## src/i2cms_pkg.sv

```systemverilog
// ----------------------------------------------------------------------------
// i2cms_pkg
// shared types and constants of the i2c master byte sequencer
// ----------------------------------------------------------------------------
package i2cms_pkg;

   localparam logic [15:0] UNIT_TICKS_RESET     = 16'd100;
   localparam logic [15:0] ACK_POLL_LIMIT_RESET = 16'd1000;

   typedef enum logic [1:0] {
      OP_START = 2'd0,
      OP_STOP  = 2'd1,
      OP_WRITE = 2'd2,
      OP_READ  = 2'd3
   } opcode_type;

   typedef enum logic [0:0] {
      CSR_UNIT_TICKS     = 1'b0,
      CSR_ACK_POLL_LIMIT = 1'b1
   } csr_index_type;

   typedef struct packed {
      logic [15:0] unit_ticks;
      logic [15:0] ack_poll_limit;
   } cfg_type;

   typedef struct packed {
      logic       cmd_valid;
      opcode_type opcode;
      logic [7:0] tx_byte;
      logic       send_nack;
      logic       sda_in;
   } req_fields_type;

   typedef struct packed {
      logic       scl_level;
      logic       sda_drive;
      logic       sda_level;
      logic       busy_res;
      logic       done_res;
      logic [7:0] rx_byte;
      logic       ack_error;
   } rsp_fields_type;

endpackage

```

## src/i2cms_req_if.sv

```systemverilog
// ----------------------------------------------------------------------------
// i2cms_req_if
// tick channel into the sequencer: one transfer per bus tick
// ----------------------------------------------------------------------------
interface i2cms_req_if;
   logic       valid;
   logic       ready;
   logic       cmd_valid;
   logic [1:0] opcode;
   logic [7:0] tx_byte;
   logic       send_nack;
   logic       sda_in;

   modport source (output valid, cmd_valid, opcode, tx_byte, send_nack, sda_in,
                   input ready);
   modport sink   (input valid, cmd_valid, opcode, tx_byte, send_nack, sda_in,
                   output ready);
endinterface

```

## src/i2cms_rsp_if.sv

```systemverilog
// ----------------------------------------------------------------------------
// i2cms_rsp_if
// result channel out of the sequencer: line levels and status per tick
// ----------------------------------------------------------------------------
interface i2cms_rsp_if;
   logic       valid;
   logic       ready;
   logic       scl_level;
   logic       sda_drive;
   logic       sda_level;
   logic       busy_res;
   logic       done_res;
   logic [7:0] rx_byte;
   logic       ack_error;

   modport source (output valid, scl_level, sda_drive, sda_level, busy_res,
                   done_res, rx_byte, ack_error,
                   input ready);
   modport sink   (input valid, scl_level, sda_drive, sda_level, busy_res,
                   done_res, rx_byte, ack_error,
                   output ready);
endinterface

```

## src/i2cms_engine.sv

```systemverilog
// ----------------------------------------------------------------------------
// i2cms_engine
// bus sequencer state: advances one tick per step, state doubles as result
// ----------------------------------------------------------------------------
module i2cms_engine
   import i2cms_pkg::*;
(
   input  logic           clock,
   input  logic           reset,
   input  logic           step,
   input  req_fields_type req,
   input  cfg_type        cfg,
   output rsp_fields_type rsp
);

   typedef enum logic [4:0] {
      PH_IDLE,
      PH_ST_A, PH_ST_B, PH_ST_C,
      PH_SP_A, PH_SP_B, PH_SP_C,
      PH_WR_LO, PH_WR_HI, PH_WR_GAP,
      PH_AK_REL, PH_AK_HI, PH_AK_POLL,
      PH_RD_LO, PH_RD_HI,
      PH_RA_LO, PH_RA_H1, PH_RA_H2
   } phase_type;

   phase_type   phase_ff, phase_in;
   logic [3:0]  bit_index_ff, bit_index_in;
   logic [7:0]  shift_ff, shift_in;
   logic [7:0]  rx_ff, rx_in;
   logic [15:0] unit_cnt_ff, unit_cnt_in;
   logic [15:0] poll_cnt_ff, poll_cnt_in;
   logic        scl_ff, scl_in;
   logic        drv_ff, drv_in;
   logic        sda_ff, sda_in_lvl;
   logic        err_ff, err_in;
   logic        nack_ff, nack_in;
   logic        done_ff, done_in;

   logic [15:0] unit_eff;
   logic [15:0] unit_cnt_inc;
   logic [3:0]  bit_inc;

   assign unit_eff     = (cfg.unit_ticks == 16'd0) ? 16'd1 : cfg.unit_ticks;
   assign unit_cnt_inc = unit_cnt_ff + 16'd1;
   assign bit_inc      = bit_index_ff + 4'd1;

   always_comb begin
      phase_in     = phase_ff;
      bit_index_in = bit_index_ff;
      shift_in     = shift_ff;
      rx_in        = rx_ff;
      unit_cnt_in  = unit_cnt_ff;
      poll_cnt_in  = poll_cnt_ff;
      scl_in       = scl_ff;
      drv_in       = drv_ff;
      sda_in_lvl   = sda_ff;
      err_in       = err_ff;
      nack_in      = nack_ff;
      done_in      = 1'b0;

      if (phase_ff == PH_IDLE) begin
         if (req.cmd_valid) begin
            unit_cnt_in  = '0;
            bit_index_in = '0;
            unique case (req.opcode)
               OP_START: begin
                  scl_in     = 1'b1;
                  drv_in     = 1'b1;
                  sda_in_lvl = 1'b1;
                  phase_in   = PH_ST_A;
               end
               OP_STOP: begin
                  scl_in     = 1'b0;
                  drv_in     = 1'b1;
                  sda_in_lvl = 1'b0;
                  phase_in   = PH_SP_A;
               end
               OP_WRITE: begin
                  err_in     = 1'b0;
                  shift_in   = req.tx_byte;
                  scl_in     = 1'b0;
                  drv_in     = 1'b1;
                  sda_in_lvl = req.tx_byte[7];
                  phase_in   = PH_WR_LO;
               end
               OP_READ: begin
                  shift_in   = '0;
                  nack_in    = req.send_nack;
                  scl_in     = 1'b0;
                  drv_in     = 1'b0;
                  sda_in_lvl = 1'b1;
                  phase_in   = PH_RD_LO;
               end
               default: begin
                  phase_in = PH_IDLE;
               end
            endcase
         end
      end else if (phase_ff == PH_AK_POLL) begin
         if (!req.sda_in) begin
            scl_in   = 1'b0;
            phase_in = PH_IDLE;
            done_in  = 1'b1;
         end else if (poll_cnt_ff >= cfg.ack_poll_limit) begin
            err_in      = 1'b1;
            unit_cnt_in = '0;
            scl_in      = 1'b0;
            drv_in      = 1'b1;
            sda_in_lvl  = 1'b0;
            phase_in    = PH_SP_A;
         end else begin
            poll_cnt_in = poll_cnt_ff + 16'd1;
         end
      end else begin
         unit_cnt_in = unit_cnt_inc;
         if (unit_cnt_inc >= unit_eff) begin
            unit_cnt_in = '0;
            unique case (phase_ff)
               PH_ST_A: begin
                  sda_in_lvl = 1'b0;
                  phase_in   = PH_ST_B;
               end
               PH_ST_B: phase_in = PH_ST_C;
               PH_ST_C: begin
                  scl_in   = 1'b0;
                  phase_in = PH_IDLE;
                  done_in  = 1'b1;
               end
               PH_SP_A: begin
                  scl_in   = 1'b1;
                  phase_in = PH_SP_B;
               end
               PH_SP_B: begin
                  sda_in_lvl = 1'b1;
                  phase_in   = PH_SP_C;
               end
               PH_SP_C: begin
                  phase_in = PH_IDLE;
                  done_in  = 1'b1;
               end
               PH_WR_LO: begin
                  scl_in   = 1'b1;
                  phase_in = PH_WR_HI;
               end
               PH_WR_HI: begin
                  scl_in   = 1'b0;
                  phase_in = PH_WR_GAP;
               end
               PH_WR_GAP: begin
                  bit_index_in = bit_inc;
                  if (bit_inc < 4'd8) begin
                     shift_in   = {shift_ff[6:0], 1'b0};
                     scl_in     = 1'b0;
                     drv_in     = 1'b1;
                     sda_in_lvl = shift_ff[6];
                     phase_in   = PH_WR_LO;
                  end else begin
                     scl_in     = 1'b0;
                     drv_in     = 1'b0;
                     sda_in_lvl = 1'b1;
                     phase_in   = PH_AK_REL;
                  end
               end
               PH_AK_REL: begin
                  scl_in   = 1'b1;
                  phase_in = PH_AK_HI;
               end
               PH_AK_HI: begin
                  poll_cnt_in = '0;
                  phase_in    = PH_AK_POLL;
               end
               PH_RD_LO: begin
                  scl_in   = 1'b1;
                  phase_in = PH_RD_HI;
               end
               PH_RD_HI: begin
                  shift_in     = {shift_ff[6:0], req.sda_in};
                  bit_index_in = bit_inc;
                  if (bit_inc < 4'd8) begin
                     scl_in   = 1'b0;
                     phase_in = PH_RD_LO;
                  end else begin
                     scl_in     = 1'b0;
                     drv_in     = 1'b1;
                     sda_in_lvl = nack_ff;
                     phase_in   = PH_RA_LO;
                  end
               end
               PH_RA_LO: begin
                  scl_in   = 1'b1;
                  phase_in = PH_RA_H1;
               end
               PH_RA_H1: phase_in = PH_RA_H2;
               PH_RA_H2: begin
                  scl_in   = 1'b0;
                  rx_in    = shift_ff;
                  phase_in = PH_IDLE;
                  done_in  = 1'b1;
               end
               default: begin
                  phase_in = PH_IDLE;
               end
            endcase
         end
      end
   end

   always_ff @(posedge clock) begin
      if (reset) begin
         phase_ff     <= PH_IDLE;
         bit_index_ff <= '0;
         shift_ff     <= '0;
         rx_ff        <= '0;
         unit_cnt_ff  <= '0;
         poll_cnt_ff  <= '0;
         scl_ff       <= 1'b1;
         drv_ff       <= 1'b1;
         sda_ff       <= 1'b1;
         err_ff       <= 1'b0;
         nack_ff      <= 1'b0;
         done_ff      <= 1'b0;
      end else if (step) begin
         phase_ff     <= phase_in;
         bit_index_ff <= bit_index_in;
         shift_ff     <= shift_in;
         rx_ff        <= rx_in;
         unit_cnt_ff  <= unit_cnt_in;
         poll_cnt_ff  <= poll_cnt_in;
         scl_ff       <= scl_in;
         drv_ff       <= drv_in;
         sda_ff       <= sda_in_lvl;
         err_ff       <= err_in;
         nack_ff      <= nack_in;
         done_ff      <= done_in;
      end
   end

   assign rsp.scl_level = scl_ff;
   assign rsp.sda_drive = drv_ff;
   assign rsp.sda_level = sda_ff;
   assign rsp.busy_res  = (phase_ff != PH_IDLE);
   assign rsp.done_res  = done_ff;
   assign rsp.rx_byte   = rx_ff;
   assign rsp.ack_error = err_ff;

   a_done_idle: assert property (@(posedge clock) disable iff (reset)
      done_ff |-> (phase_ff == PH_IDLE))
      else $error("done without return to idle");

   a_idle_unit_clear: assert property (@(posedge clock) disable iff (reset)
      (phase_ff == PH_IDLE) |-> (unit_cnt_ff == 16'd0))
      else $error("unit counter not cleared in idle");

   a_bit_range: assert property (@(posedge clock) disable iff (reset)
      bit_index_ff <= 4'd8)
      else $error("bit index past byte end");

   a_err_from_poll: assert property (@(posedge clock) disable iff (reset)
      $rose(err_ff) |-> ($past(phase_ff) == PH_AK_POLL && phase_ff == PH_SP_A))
      else $error("ack error set outside polling");

   a_poll_released: assert property (@(posedge clock) disable iff (reset)
      (phase_ff == PH_AK_POLL) |-> (!drv_ff && scl_ff))
      else $error("sda driven during ack poll");

endmodule

```

## src/i2c_master_byte_sequencer_top.sv

```systemverilog
// ----------------------------------------------------------------------------
// i2c_master_byte_sequencer_top
// i2c master byte sequencer: start, stop, byte write with ack poll, byte read
//
// each transfer on req_if is one bus tick: it carries the sampled sda level
// and, while the sequencer is idle, an optional command. every accepted tick
// yields exactly one transfer on rsp_if with the scl/sda line state, busy,
// a one-tick done pulse, the last read byte and the ack error flag.
// rsp valid follows in the cycle after req acceptance; one tick is taken every
// cycle unless rsp_if stalls, set by the sequencer's single registered update.
// the result register frees up in the same cycle it is taken, so a stalled
// rsp_if holds its result and stops req_if only while it stays full.
// csr writes (csr_we, csr_index, csr_wdata) set the delay unit in ticks and
// the ack poll limit; they take effect on the next tick.
// reset: scl high, sda driven high, idle, unit 100 ticks, poll limit 1000,
// no result pending.
// ----------------------------------------------------------------------------
module i2c_master_byte_sequencer_top
   import i2cms_pkg::*;
(
   input  logic         clock,
   input  logic         reset,
   i2cms_req_if.sink    req_if,
   i2cms_rsp_if.source  rsp_if,
   input  logic         csr_we,
   input  logic [0:0]   csr_index,
   input  logic [15:0]  csr_wdata
);

   cfg_type        cfg_ff;
   logic           rsp_valid_ff, rsp_valid_in;
   logic           req_ready;
   logic           step;
   req_fields_type req;
   rsp_fields_type rsp;

   assign req_ready    = !rsp_valid_ff || rsp_if.ready;
   assign step         = req_if.valid && req_ready;
   assign req_if.ready = req_ready;

   assign req.cmd_valid = req_if.cmd_valid;
   assign req.opcode    = opcode_type'(req_if.opcode);
   assign req.tx_byte   = req_if.tx_byte;
   assign req.send_nack = req_if.send_nack;
   assign req.sda_in    = req_if.sda_in;

   always_comb begin
      rsp_valid_in = rsp_valid_ff;
      if (step) begin
         rsp_valid_in = 1'b1;
      end else if (rsp_if.ready) begin
         rsp_valid_in = 1'b0;
      end
   end

   always_ff @(posedge clock) begin
      if (reset) begin
         rsp_valid_ff          <= 1'b0;
         cfg_ff.unit_ticks     <= UNIT_TICKS_RESET;
         cfg_ff.ack_poll_limit <= ACK_POLL_LIMIT_RESET;
      end else begin
         rsp_valid_ff <= rsp_valid_in;
         if (csr_we) begin
            unique case (csr_index_type'(csr_index))
               CSR_UNIT_TICKS:     cfg_ff.unit_ticks     <= csr_wdata;
               CSR_ACK_POLL_LIMIT: cfg_ff.ack_poll_limit <= csr_wdata;
               default: begin
               end
            endcase
         end
      end
   end

   i2cms_engine u_engine (
      .clock (clock),
      .reset (reset),
      .step  (step),
      .req   (req),
      .cfg   (cfg_ff),
      .rsp   (rsp)
   );

   assign rsp_if.valid     = rsp_valid_ff;
   assign rsp_if.scl_level = rsp.scl_level;
   assign rsp_if.sda_drive = rsp.sda_drive;
   assign rsp_if.sda_level = rsp.sda_level;
   assign rsp_if.busy_res  = rsp.busy_res;
   assign rsp_if.done_res  = rsp.done_res;
   assign rsp_if.rx_byte   = rsp.rx_byte;
   assign rsp_if.ack_error = rsp.ack_error;

endmodule

```

## src/flat_wrapper.sv

```systemverilog
// flat-port wrapper written by rule: the top's interface ports become plain ports
module i2c_master_byte_sequencer_top_flat import i2cms_pkg::*;
  (clock, reset, csr_we, csr_index, csr_wdata, req_if_valid, req_if_cmd_valid, req_if_opcode, req_if_tx_byte, req_if_send_nack, req_if_sda_in, req_if_ready, rsp_if_valid, rsp_if_scl_level, rsp_if_sda_drive, rsp_if_sda_level, rsp_if_busy_res, rsp_if_done_res, rsp_if_rx_byte, rsp_if_ack_error, rsp_if_ready);
  i2cms_req_if req_if_i ();
  i2cms_rsp_if rsp_if_i ();
  input  logic clock;
  input  logic reset;
  input  logic csr_we;
  input  logic [0:0] csr_index;
  input  logic [15:0] csr_wdata;
  input wire logic [$bits(req_if_i.valid)-1:0] req_if_valid;
  input wire logic [$bits(req_if_i.cmd_valid)-1:0] req_if_cmd_valid;
  input wire logic [$bits(req_if_i.opcode)-1:0] req_if_opcode;
  input wire logic [$bits(req_if_i.tx_byte)-1:0] req_if_tx_byte;
  input wire logic [$bits(req_if_i.send_nack)-1:0] req_if_send_nack;
  input wire logic [$bits(req_if_i.sda_in)-1:0] req_if_sda_in;
  output wire logic [$bits(req_if_i.ready)-1:0] req_if_ready;
  output wire logic [$bits(rsp_if_i.valid)-1:0] rsp_if_valid;
  output wire logic [$bits(rsp_if_i.scl_level)-1:0] rsp_if_scl_level;
  output wire logic [$bits(rsp_if_i.sda_drive)-1:0] rsp_if_sda_drive;
  output wire logic [$bits(rsp_if_i.sda_level)-1:0] rsp_if_sda_level;
  output wire logic [$bits(rsp_if_i.busy_res)-1:0] rsp_if_busy_res;
  output wire logic [$bits(rsp_if_i.done_res)-1:0] rsp_if_done_res;
  output wire logic [$bits(rsp_if_i.rx_byte)-1:0] rsp_if_rx_byte;
  output wire logic [$bits(rsp_if_i.ack_error)-1:0] rsp_if_ack_error;
  input wire logic [$bits(rsp_if_i.ready)-1:0] rsp_if_ready;
  assign req_if_i.valid = req_if_valid;
  assign req_if_i.cmd_valid = req_if_cmd_valid;
  assign req_if_i.opcode = req_if_opcode;
  assign req_if_i.tx_byte = req_if_tx_byte;
  assign req_if_i.send_nack = req_if_send_nack;
  assign req_if_i.sda_in = req_if_sda_in;
  assign req_if_ready = req_if_i.ready;
  assign rsp_if_valid = rsp_if_i.valid;
  assign rsp_if_scl_level = rsp_if_i.scl_level;
  assign rsp_if_sda_drive = rsp_if_i.sda_drive;
  assign rsp_if_sda_level = rsp_if_i.sda_level;
  assign rsp_if_busy_res = rsp_if_i.busy_res;
  assign rsp_if_done_res = rsp_if_i.done_res;
  assign rsp_if_rx_byte = rsp_if_i.rx_byte;
  assign rsp_if_ack_error = rsp_if_i.ack_error;
  assign rsp_if_i.ready = rsp_if_ready;
  i2c_master_byte_sequencer_top u_core (.clock(clock), .reset(reset), .req_if(req_if_i), .rsp_if(rsp_if_i), .csr_we(csr_we), .csr_index(csr_index), .csr_wdata(csr_wdata));
endmodule
```

## config.mk

```make
export PLATFORM = sky130hd
export DESIGN_NAME = i2c_master_byte_sequencer_top_flat
export DESIGN_NICKNAME = d
export VERILOG_FILES = /design/src/i2cms_pkg.sv /design/src/i2cms_req_if.sv /design/src/i2cms_rsp_if.sv /design/src/i2cms_engine.sv /design/src/i2c_master_byte_sequencer_top.sv /design/src/flat_wrapper.sv
export SDC_FILE = /design/constraint.sdc
export NUM_CORES = 1
export LEC_CHECK = 0
export BUFFER_PORTS_ARGS = -buffer_cell sky130_fd_sc_hd__buf_4
export CAP_MARGIN = 20
export CORE_ASPECT_RATIO = 2
export CORE_UTILIZATION = 45
export DETAILED_ROUTE_END_ITERATION = 8
export GPL_TIMING_DRIVEN = 0
export PLACE_DENSITY_LB_ADDON = 0.15
export SYNTH_ARGS = -nofsm -noshare
export SYNTH_HDL_FRONTEND = slang
export SYNTH_HIERARCHICAL = 1
export SYNTH_SLANG_ARGS = --single-unit
```

## constraint.sdc

```tcl
create_clock -name clock -period 12.1 [get_ports clock]
set_clock_uncertainty 0.2 [all_clocks]
set_input_delay 1.815 -clock clock [delete_from_list [all_inputs] [get_ports clock]]
set_output_delay 1.815 -clock clock [all_outputs]
set_load 0.02 [all_outputs]
```

==> Implementation_results.wiki <==
{| class="wikitable"
! Metric !! Value
|-
| Outcome || finished clean
|-
| Worst path bufs/invs || 0
|-
| Critical Path Start Type || flop
|-
| Post-CTS setup repair buffer count || 0
|-
| Count of boundary I/O pins || 51
|-
| Critical-path top delay cell || sky130_fd_sc_hd__nor3_1
|-
| Post-synthesis instance area || 5882 um2
|-
| Hold_buf cts || 0
|-
| IR Drop Worst-Case VDD || 0.0001222 V
|-
| Number of setup violations in the final report || 0
|-
| HPWL reported at the end of detailed placement || 12530 um
|-
| Max Clock Freq || 206.1 MHz
|-
| Crit. End Element || flop
|-
| Multiplexer share of the synthesized area || 5.977%
|-
| Vias in the first global route || 5360
|-
| Signed area change from the synthesized netlist to the final layout || 15.55%
|-
| Die Wd || 82.84 um
|-
| Worst skew pair latency || 0.36 ns
|-
| GRT overflow || 0
|-
| Sequential area share after synthesis || 32.67%
|-
| Top library cells by usage in the layout, fill and taps aside || sky130_fd_sc_hd__dfxtp_1 (96), sky130_fd_sc_hd__nor2_1 (81), sky130_fd_sc_hd__buf_4 (58)
|-
| Count of buffers inserted at the top-level ports || 50
|-
| Number of nets in the final layout || 848
|-
| Floorplan die area || 13560 um2
|-
| Number of distinct library cells after synthesis || 70
|-
| Prevailing post-synth register cell || sky130_fd_sc_hd__dfxtp_1
|-
| Number of fill cells in the layout || 1245
|-
| Area fraction in compound gates after synthesis || 16.80%
|-
| Final standard cell area without fillers || 6797 um2
|-
| Comb pwr share || 37.3%
|-
| Number of nets produced by synthesis || 787
|-
| Type of the most critical hold path || flop to flop
|-
| Fin. max-slew vios || 0
|-
| Unrepaired setup endpoints after global routing || no
|-
| Height of the chip || 163.7 um
|-
| Final weighted congestion in routability-driven placement || 0.9116
|-
| Maximum number of pins on one net before global-route repair || 18
|-
| Number of sinks handled by clock tree synthesis || 96
|-
| Worst setup path category || flop to flop
|-
| Slew headroom || 32.31%
|-
| TritonCTS clock tree || yes
|-
| Final setup TNS || 0 ns
|-
| DRT Wirelength || 16100 um
|-
| 1st-pass router iterations || 5
|-
| Final-report hold violation count || 0
|-
| First-pass GRT wire length || 26280 um
|-
| CP peak stage delay || 0.81 ns
|-
| Arrival time at the worst endpoint || 4.93 ns
|-
| WL/cell || 17.37 um
|-
| Areal power density over the cells || 164.5 nW/um2
|-
| Required time reported for the critical path endpoint || 12.18 ns
|-
| Synthesized area divided by synthesized cell count || 8.273 um2
|-
| Pint || 702.4 uW
|-
| Cell class contributing the biggest share of worst-path delay || simple AND/OR/NAND/NOR gates
|-
| Most frequent standard cell in the layout excluding fill and tap cells || sky130_fd_sc_hd__dfxtp_1
|-
| Synthesized-area fraction occupied by and/or/nand/nor cells || 25.53%
|-
| DR DRC count || 0
|-
| Synth Warn # || 6
|-
| Row count || 58
|-
| Flip-flop and latch count after synthesis || 96
|-
| Maxcap violations || 0
|-
| Initial Util || 46.58%
|-
| Final period demand of the worst path || 4.852 ns
|-
| TritonCTS Buffers || 9
|-
| Iter 0 DRT Violations || 304
|-
| Biggest fanout along the worst timing path || 7
|-
| N_diodes || 0
|-
| Share of the clock period used by the worst path || 40.10%
|-
| Buffer type at the clock tree root || sky130_fd_sc_hd__clkbuf_16
|-
| Switching Power || 415.6 uW
|-
| Clock Tree Buf Depth || 2
|-
| CORE AREA || 12630 um2
|-
| Switching power as a share of total power || 37.17%
|-
| Post-CTS sizing || 0
|-
| Xor/xnor cell area share of the yosys netlist || 3.276%
|-
| Number of flops mapped to enable cells by yosys || 0
|-
| Antenna violations before repair || 0
|-
| Vias per cell || 5.750
|-
| Number of nets with antenna violations after detailed routing || 0
|-
| Post-place instance area || 6445 um2
|-
| Sequential share of power || 32.2%
|-
| Async S/R FF share, synth || 0%
|-
| Fraction of power consumed by the clock network || 30.6%
|-
| Tightest Pin Transition || 1.008 ns
|-
| CP cell instances || nand3_1 > nor2_1 > nand3_1 > or4_1 > nor2_1 > xor2_1 > ha_1 > nand4_1 > nor3_2 > a22oi_1 > nand2_2 > nor3_1 > nand3_1 > a31oi_1
|-
| Overall via count from detail_route || 5330
|-
| H-tree depth || 3
|-
| Static leakage || 0.002772 uW
|-
| Dominant combinational cell family by area after synthesis || simple AND/OR/NAND/NOR gates
|-
| Crit-path most repeated cell || sky130_fd_sc_hd__nand3_1
|-
| Overall routing resource usage || 24.55%
|-
| Fraction of final layout cells with drive strength greater than 1 || 13.90%
|-
| Post-synthesis adder-cell area fraction || 8.722%
|-
| Clock transition at the register clock pins on the worst setup and hold paths after CTS || 0.07 ns
|-
| Synth Instances || 711
|}
Yosys cell counts (19+ instances only):
library cell,n,share of area (%)
sky130_fd_sc_hd__a21oi_1,40,3.4
sky130_fd_sc_hd__clkbuf_1,22,1.4
sky130_fd_sc_hd__dfxtp_1,96,33
sky130_fd_sc_hd__ha_1,41,8.7
sky130_fd_sc_hd__inv_1,44,2.8
sky130_fd_sc_hd__mux2i_1,34,5.8
sky130_fd_sc_hd__nand2_1,40,2.6
sky130_fd_sc_hd__nand2b_1,35,3.7
sky130_fd_sc_hd__nand3_1,27,2.3
sky130_fd_sc_hd__nor2_1,81,5.2
sky130_fd_sc_hd__nor3_1,19,1.6
sky130_fd_sc_hd__o21ai_0,28,2.4
power by group through the flow:
stage	logic, uW	registers (uW)	clock network (uW)
finish	417	360	342
global route	458	363	362
CTS	413	360	348
detailed placement	411	367	0
global placement	408	366	0
floorplan	301	361	0
through the flow:
| stage | utilization (%) | setup slack (ns) | cells | hold WS, ns | power, uW |
|---|---|---|---|---|---|
| CTS | 53.82 | 7.366 | 927 | 0.2682 | 1121 |
| detailed placement | 51.04 | 7.378 | 911 | 0.2519 | 778.1 |
| floorplan | - | 8.039 | 711 | 0.2354 | 662.5 |
| global placement | 51.04 | 7.450 | 911 | 0.2525 | 773.8 |
| finish | 53.82 | 7.248 | 927 | 0.2659 | 1118 |
| global route | 53.82 | 7.009 | 927 | 0.2855 | 1183 |
final timing paths:
path	start	to	slack, ns	cells past startpoint
max	u_core/u_engine/unit_cnt_ff[0]	u_core/u_engine/unit_cnt_ff[5]	7.25	14
min reg2reg	u_core/cfg_ff[9]	u_core/cfg_ff[9]	0.27	1
max reg2reg	u_core/u_engine/unit_cnt_ff[0]	u_core/u_engine/unit_cnt_ff[5]	7.25	14
min	u_core/cfg_ff[9]	u_core/cfg_ff[9]	0.27	1
registers in the layout (all words and copies together), names as in the netlist:
register,flops
u_core/cfg_ff,32
u_core/u_engine/poll_cnt_ff,16
u_core/u_engine/unit_cnt_ff,16
u_core/u_engine/rx_ff,8
u_core/u_engine/shift_ff,8
u_core/u_engine/phase_ff,5
u_core/u_engine/bit_index_ff,4
u_core/rsp_if.valid,1
u_core/u_engine/done_ff,1
u_core/u_engine/drv_ff,1
u_core/u_engine/err_ff,1
u_core/u_engine/nack_ff,1
u_core/u_engine/scl_ff,1
u_core/u_engine/sda_ff,1
kinds of logic after synthesis:
family	Yosys count
mux	35
simple gates	283
compound gates	145
fa+ha+maj	41
flops	96
buf+inv	89
xor+xnor	22
metal layers:
| metal | part of all wire (%) | GRT usage, % | up-vias |
|---|---|---|---|
| li1 | - | - | 2636 |
| met1 | 37 | 23.47 | 2492 |
| met2 | 54 | 47.39 | 146 |
| met3 | 3.2 | 4.144 | 56 |
| met4 | 6.1 | 15.91 | 0 |
| met5 | 0 | 0 | - |
layout make-up:
cell class	instances	area [um2]	area share, %
Buffer	44	244.0	3.590
Multi-Input combinational cell	526	3547	52.19
Clock inverter	7	126.4	1.859
Timing Repair Buffer	50	375.4	5.523
Sequential cell	96	1922	28.28
Inverter	45	168.9	2.485
Clock buffer	9	225.2	3.314
Tap cell	150	187.7	2.761
worst register-to-register path: cells and delay by family, from the launching register on:
kind / cells / cell delay (ns)
flops: 1 / 0.45
fa+ha+maj: 1 / 0.26
xor+xnor: 1 / 0.17
compound gates: 2 / 0.77
simple gates: 10 / 2.90
Note: power is estimated with default switching activity, not from simulation.
